[src/hdl/twz_pkg.sv]
// Package for the zero-key TWINE permutation: S-box, nibble shuffle table
// and the single-round function. No dependencies.
`timescale 1ns / 1ps

package twz_pkg;

    localparam int BLOCK_W  = 64;
    localparam int NIB_W    = 4;
    localparam int NIB_N    = BLOCK_W / NIB_W;
    localparam int PAIR_N   = NIB_N / 2;

    typedef logic [BLOCK_W-1:0] block_t;
    typedef logic [NIB_W-1:0]   nibble_t;

    localparam nibble_t SBOX [NIB_N] = '{
        4'hC, 4'h0, 4'hF, 4'hA, 4'h2, 4'hB, 4'h9, 4'h5,
        4'h8, 4'h3, 4'hD, 4'h7, 4'h1, 4'hE, 4'h6, 4'h4
    };

    // Destination position of each nibble after the shuffle
    localparam nibble_t PERM [NIB_N] = '{
        4'd5,  4'd0,  4'd1,  4'd4,  4'd7,  4'd12, 4'd3,  4'd8,
        4'd13, 4'd6,  4'd9,  4'd2,  4'd15, 4'd10, 4'd11, 4'd14
    };

    // One round: odd nibble of each pair is XORed with the S-box of its even
    // partner, then the nibbles move by PERM unless shuffle is low (last round).
    function automatic block_t twz_round_f(input block_t d, input logic shuffle);
        nibble_t nib [NIB_N];
        block_t  res;
        for (int i = 0; i < NIB_N; i++)
        begin
            nib[i] = d[NIB_W*i +: NIB_W];
        end
        for (int j = 0; j < PAIR_N; j++)
        begin
            nib[2*j+1] = nib[2*j+1] ^ SBOX[nib[2*j]];
        end
        res = '0;
        for (int i = 0; i < NIB_N; i++)
        begin
            if (shuffle)
            begin
                res[NIB_W*PERM[i] +: NIB_W] = nib[i];
            end
            else
            begin
                res[NIB_W*i +: NIB_W] = nib[i];
            end
        end
        return res;
    endfunction

endpackage

[src/hdl/twz_round.sv]
// One pipeline stage of the zero-key TWINE permutation: one round and its
// register, with a valid bit and a bubble-collapsing ready. Uses twz_pkg.
`timescale 1ns / 1ps

module twz_round #(
    parameter bit SHUFFLE = 1'b1
) (
    input  logic            clk,
    input  logic            rst_n,
    input  logic            in_valid,
    output logic            in_ready,
    input  twz_pkg::block_t in_data,
    output logic            out_valid,
    input  logic            out_ready,
    output twz_pkg::block_t out_data
);
    import twz_pkg::*;

    logic   valid_reg;
    block_t data_reg;
    block_t data_next;

    // Advance when this stage is empty or its item leaves this cycle
    assign in_ready  = !valid_reg || out_ready;
    assign data_next = twz_round_f(in_data, SHUFFLE);

    always_ff @(posedge clk or negedge rst_n)
    begin
        if (!rst_n)
        begin
            valid_reg <= 1'b0;
        end
        else if (in_ready)
        begin
            valid_reg <= in_valid;
        end
    end

    always_ff @(posedge clk)
    begin
        if (in_ready && in_valid)
        begin
            data_reg <= data_next;
        end
    end

    assign out_valid = valid_reg;
    assign out_data  = data_reg;

endmodule

[src/hdl/twine_zero_key_permutation.sv]
// Top level of the zero-key TWINE permutation: a chain of twz_round stages
// between two stream ports. Uses twz_pkg and twz_round.
`timescale 1ns / 1ps

// Maps each 64-bit block to the 64-bit block left by ROUND_COUNT rounds of the
// TWINE generalised Feistel network with all round keys zero (the last round
// has no nibble shuffle). One round sits in each register stage, so a block
// enters every cycle while the output side keeps up, and its result reaches the
// output after passing through every round stage in order. Each stage carries
// its own valid bit and takes a new item whenever it is empty or its item moves
// on, so bubbles close up during a stall and nothing is lost or repeated. The
// last stage is the output register. No state survives between items and reset
// only clears the valid bits; there is nothing to configure.
module twine_zero_key_permutation #(
    parameter int ROUND_COUNT = 36
) (
    input  logic            clk,
    input  logic            rst_n,
    input  logic            s_axis_tvalid,
    output logic            s_axis_tready,
    input  twz_pkg::block_t s_axis_tdata,   // [63:0] block_in
    output logic            m_axis_tvalid,
    input  logic            m_axis_tready,
    output twz_pkg::block_t m_axis_tdata    // [63:0] block_out
);
    import twz_pkg::*;

    // Index 0 is the input side; index k+1 is the output of round g_round[k]
    logic   [ROUND_COUNT:0] stage_valid;
    logic   [ROUND_COUNT:0] stage_ready;
    block_t                 stage_data [ROUND_COUNT+1];

    assign stage_valid[0] = s_axis_tvalid;
    assign stage_data[0]  = s_axis_tdata;
    assign s_axis_tready  = stage_ready[0];

    generate
        for (genvar k = 0; k < ROUND_COUNT; k++)
        begin : g_round
            // Every round but the last shuffles the nibbles
            twz_round #(
                .SHUFFLE (k < ROUND_COUNT - 1)
            ) u_round (
                .clk       (clk),
                .rst_n     (rst_n),
                .in_valid  (stage_valid[k]),
                .in_ready  (stage_ready[k]),
                .in_data   (stage_data[k]),
                .out_valid (stage_valid[k+1]),
                .out_ready (stage_ready[k+1]),
                .out_data  (stage_data[k+1])
            );
        end
    endgenerate

    assign stage_ready[ROUND_COUNT] = m_axis_tready;
    assign m_axis_tvalid            = stage_valid[ROUND_COUNT];
    assign m_axis_tdata             = stage_data[ROUND_COUNT];

`ifndef NO_ASSERTIONS
    // A taken output frees every stage, so the input must be ready too
    assert property (@(posedge clk) disable iff (!rst_n)
        m_axis_tready |-> s_axis_tready)
    else $error("input stalled while output is taken");

    // The input only stalls when every stage holds an item
    assert property (@(posedge clk) disable iff (!rst_n)
        !s_axis_tready |-> ($countones(stage_valid[ROUND_COUNT:1]) == ROUND_COUNT))
    else $error("input stalled with a bubble in the pipeline");

    // An output item held back stays in the output register
    assert property (@(posedge clk) disable iff (!rst_n)
        (m_axis_tvalid && !m_axis_tready) |=> stage_valid[ROUND_COUNT])
    else $error("stalled output item lost");
`endif

endmodule
[config.mk]
export PLATFORM = sky130hd
export DESIGN_NAME = twine_zero_key_permutation
export DESIGN_NICKNAME = d
export VERILOG_FILES = /design/src/hdl/twz_pkg.sv /design/src/hdl/twz_round.sv /design/src/hdl/twine_zero_key_permutation.sv
export SDC_FILE = /design/constraint.sdc
export NUM_CORES = 2
export LEC_CHECK = 0
export BUFFER_PORTS_ARGS = -buffer_cell sky130_fd_sc_hd__buf_2
export CAP_MARGIN = 15
export CORE_MARGIN = 1
export CORE_UTILIZATION = 57
export DETAILED_ROUTE_END_ITERATION = 8
export GPL_ROUTABILITY_DRIVEN = 0
export HOLD_SLACK_MARGIN = 0.03
export PLACE_DENSITY = 0.75
export SYNTH_ARGS = -nofsm -noshare
export SYNTH_HDL_FRONTEND = slang
export SYNTH_SLANG_ARGS = --single-unit
[constraint.sdc]
create_clock -name clk -period 9.5 [get_ports clk]
set_input_delay 1.9 -clock clk [delete_from_list [all_inputs] [get_ports clk]]
set_output_delay 1.9 -clock clk [all_outputs]
set_load 0.02 [all_outputs]
==> qor.yml <==
run_status:
  outcome: "completed"
synth:
  yosys_most_used_dff: "edfxtp_1"
  async_reset_ff_share_pct: 1.54
  ys_seq_elements: 2340
  yosys_warnings: 0
  syn_area_um2: 134000
  synthesis.nets: 12700
  synth.avg_cell_area_um2: 12.0
  synthDistinctLibCells: 43
  synth.yosys.seq_area_share_pct: 52.4
  synth_top_cells_by_count: "2304 x edfxtp_1, 1440 x ha_1, 840 x o21ai_0"
  synthCells: 11200
  synth_area_leader_cell: "edfxtp_1"
  synth.area.top_cells: "edfxtp_1 52%, ha_1 13%, mux2i_1 4.6%, xnor2_1 4.2%, xor2_1 3.4%"
  yosys.cell_count.top_type: "edfxtp_1"
  synth_top_cell_area_share_pct: 51.7
  synth_edf_count: 2304
clock_network:
  clk_path_buf_depth: 3
  cts_resized: 0
  ctsHtreeMaxLevel: 4
  tritoncts_num_sinks: 2340
  clock_insertion_delay_worst_skew_ns: 0.88
  cts_inserted_buffers: 235
  cts_tree: "built"
  clkTransAtPathRegs_ns: 0.07
  hold_buffers: 0
  clock-root-buffer: "clkbuf_16"
  postCtsSetupRepairBufs: 0
global_routing:
  grt_usage_pct: 23.1
  grt_antenna_before_repair: 4
  first_pass_grt_wire_length_um: 431000
  overflow: 0
  first_global_vias: 79100
  grt_max_degree: 65
detailed_routing:
  vias: 81200
  drc: 0
  drtAntennaViolNets: 0
  drt-wirelength-per-cell_um: 19.2
  viasPerCell: 5.65
  finalWirelength_um: 276000
  first_pass_iters: 5
  drt-initial-drc-count: 6093
floorplan:
  start_util_pct: 57.4
  rows: 177
  boundaryPins: 134
  die-area_um2: 237000
  core_outline_area_um2: 233000
  chipWidth_um: 486
  dieHeight_um: 486
timing:
  fin_worst_hold_slack_ns: 0.489
  slew_headroom_pct: 32.0
  final.setup.tns_ns: 0
  finalHoldViolCount: 0
  timing.final.crit_share_pct: 60.0
  clock_skew_ns: 0.0484
  fmaxAchievable_mhz: 175
  finalMaxSlewViolations: 0
  final-setup-viol-count: 0
  grt_setup_unrepaired: "no"
  fin_crit_ns: 5.70
  worst_pin_slew_ns: 1.01
power_and_ir_drop:
  pwr_density_cell_nw_per_um2: 386
  vdd_ir_drop_max_mv: 0.214
  static-leakage-power_nw: 57.3
setup_path:
  crit_fanout: 16
  worstSetupPathType: "input pin to output pin"
  critical_path_arrival_ns: 3.80
  worst_ep_required_time_ns: 7.60
  critPathSlowestCell: "or4_4"
  critical_path_cell_count: 7
  critical_path.cell_chain: "buf_2 > nand4b_2 > or4_4 > nor4_4 > buf_4 > nand2_1 > buf_2"
  path_common_cell: "buf_2"
  setup.worst_path.end_class: "output pin"
  critPathMaxStageDelay_ns: 0.65
  critical_path.n_buffers_inverters: 3
  cp_top_family: "simple AND/OR/NAND/NOR gates"
  ff2ff_path_depth: 5
  timing.critical_path.from_type: "input pin"
min_path:
  timing.hold.worst.class: "flop to flop"
  min_path_cells: 1
final_layout:
  finish.net_count: 12500
  drive_gt1_share_pct: 5.48
  multi_input_area_um2: 59000
  filler_cell_count: 17100
  design_area_um2: 145000
  layout.core_utilization_pct: 62.1
  layout.area.seq_um2: 70100
  area_growth_syn_to_layout_pct: 8.17
placed_design:
  placed_area_um2: 137000
  io_buffers: 133
  detailedPlacementHpwl_um: 202000
run:
  max_cap_viol_count: 0
-- path summary, 6_finish.rpt --
check / startpoint / end / slack, ns
setup / recovery: m_axis_tready / s_axis_tready / 3.80
hold / removal: g_round[4].u_round.out_valid$_DFFE_PN0P_ / g_round[5].u_round.out_valid$_DFFE_PN0P_ / 0.49
setup reg to reg: g_round[14].u_round.out_valid$_DFFE_PN0P_ / g_round[1].u_round.out_data[33]$_DFFE_PP_ / 6.34
hold reg to reg: g_round[4].u_round.out_valid$_DFFE_PN0P_ / g_round[5].u_round.out_valid$_DFFE_PN0P_ / 0.49
max in group asynchronous: rst_n / g_round[2].u_round.out_valid$_DFFE_PN0P_ / 7.68
min in group asynchronous: rst_n / g_round[35].u_round.out_valid$_DFFE_PN0P_ / 1.16
-- registers in the layout, indices dropped and copies added, names as in the netlist --
signal,count
g_round.u_round.out_data,2304
g_round.u_round.out_valid,36
-- layout make-up --
type                    count  area share [%]
flip-flops and latches   2340            48.5
multi-input cells        7554            40.8
clock buffers             270            4.21
well taps                3132            2.71
inverters                 729            1.89
clock inverters           175            1.26
repair buffers            171           0.657
diodes                      2         0.00346
-- layer usage --
layer,vias to the layer above,wire [um],track usage [%]
li1,39700,-,-
met1,39200,106000,26.3
met2,1770,143000,42.0
met3,597,9890,2.70
met4,2,16400,12.8
met5,-,13,0
-- cells by family (layout without fill, tap and decap cells) --
logic type	after synthesis	in the layout	synth area share [%]
AOI/OAI and AO/OA	2795	2795	13.1
xor gates and xnor gates	1165	1165	7.63
adders and majority gates	1440	1440	13.5
buffers and inverters	1293	1345	3.63
DFF	2340	2340	52.4
muxes	643	643	5.06
other	0	2	0
and+or+nand+nor	1511	1511	4.72
-- stage by stage --
| stage | cells | setup WS, ns | power (mW) |
|---|---|---|---|
| floorplan | 11200 | 1.89 | 39.2 |
| global placement | 13900 | 3.83 | 44.7 |
| detailed placement | 13900 | 3.83 | 46.2 |
| CTS | 14400 | 3.82 | 56.0 |
| global route | 14400 | 3.77 | 59.6 |
| finish | 14400 | 3.80 | 55.8 |
-- power breakdown --
| part | leakage (nW) | internal, mW | total [mW] | switching (mW) |
|---|---|---|---|---|
| Clock | 3.82 | 5.43 | 9.44 | 4.01 |
| Combinational | 30.5 | 9.68 | 21.2 | 11.5 |
| Sequential | 22.9 | 18.1 | 25.2 | 7.10 |
| Total | 57.3 | 33.2 | 55.8 | 22.6 |
-- placed cells by master, fill, tap and decap left out, drive strengths merged, types with 7 or more instances in the layout --
cell	Yosys	layout
o21bai	9	9
a211oi	557	557
clkinvlp	0	26
a21boi	9	9
nor2b	207	207
mux2i	617	617
o211ai	7	7
o21ai	840	840
ha	1440	1440
a2bb2oi	105	105
bufinv	0	30
o21a	284	284
mux4	26	26
dfrtp	36	36
clkbuf	562	270
inv	729	737
xnor2	644	644
nor2	523	523
a21o	88	88
a32oi	118	118
a21oi	717	717
nand3	12	12
clkinv	0	111
nand2	738	738
o32a	49	49
buf	2	171
edfxtp	2304	2304
xor2	521	521
No activity file was read; power rests on OpenSTA's default activity.
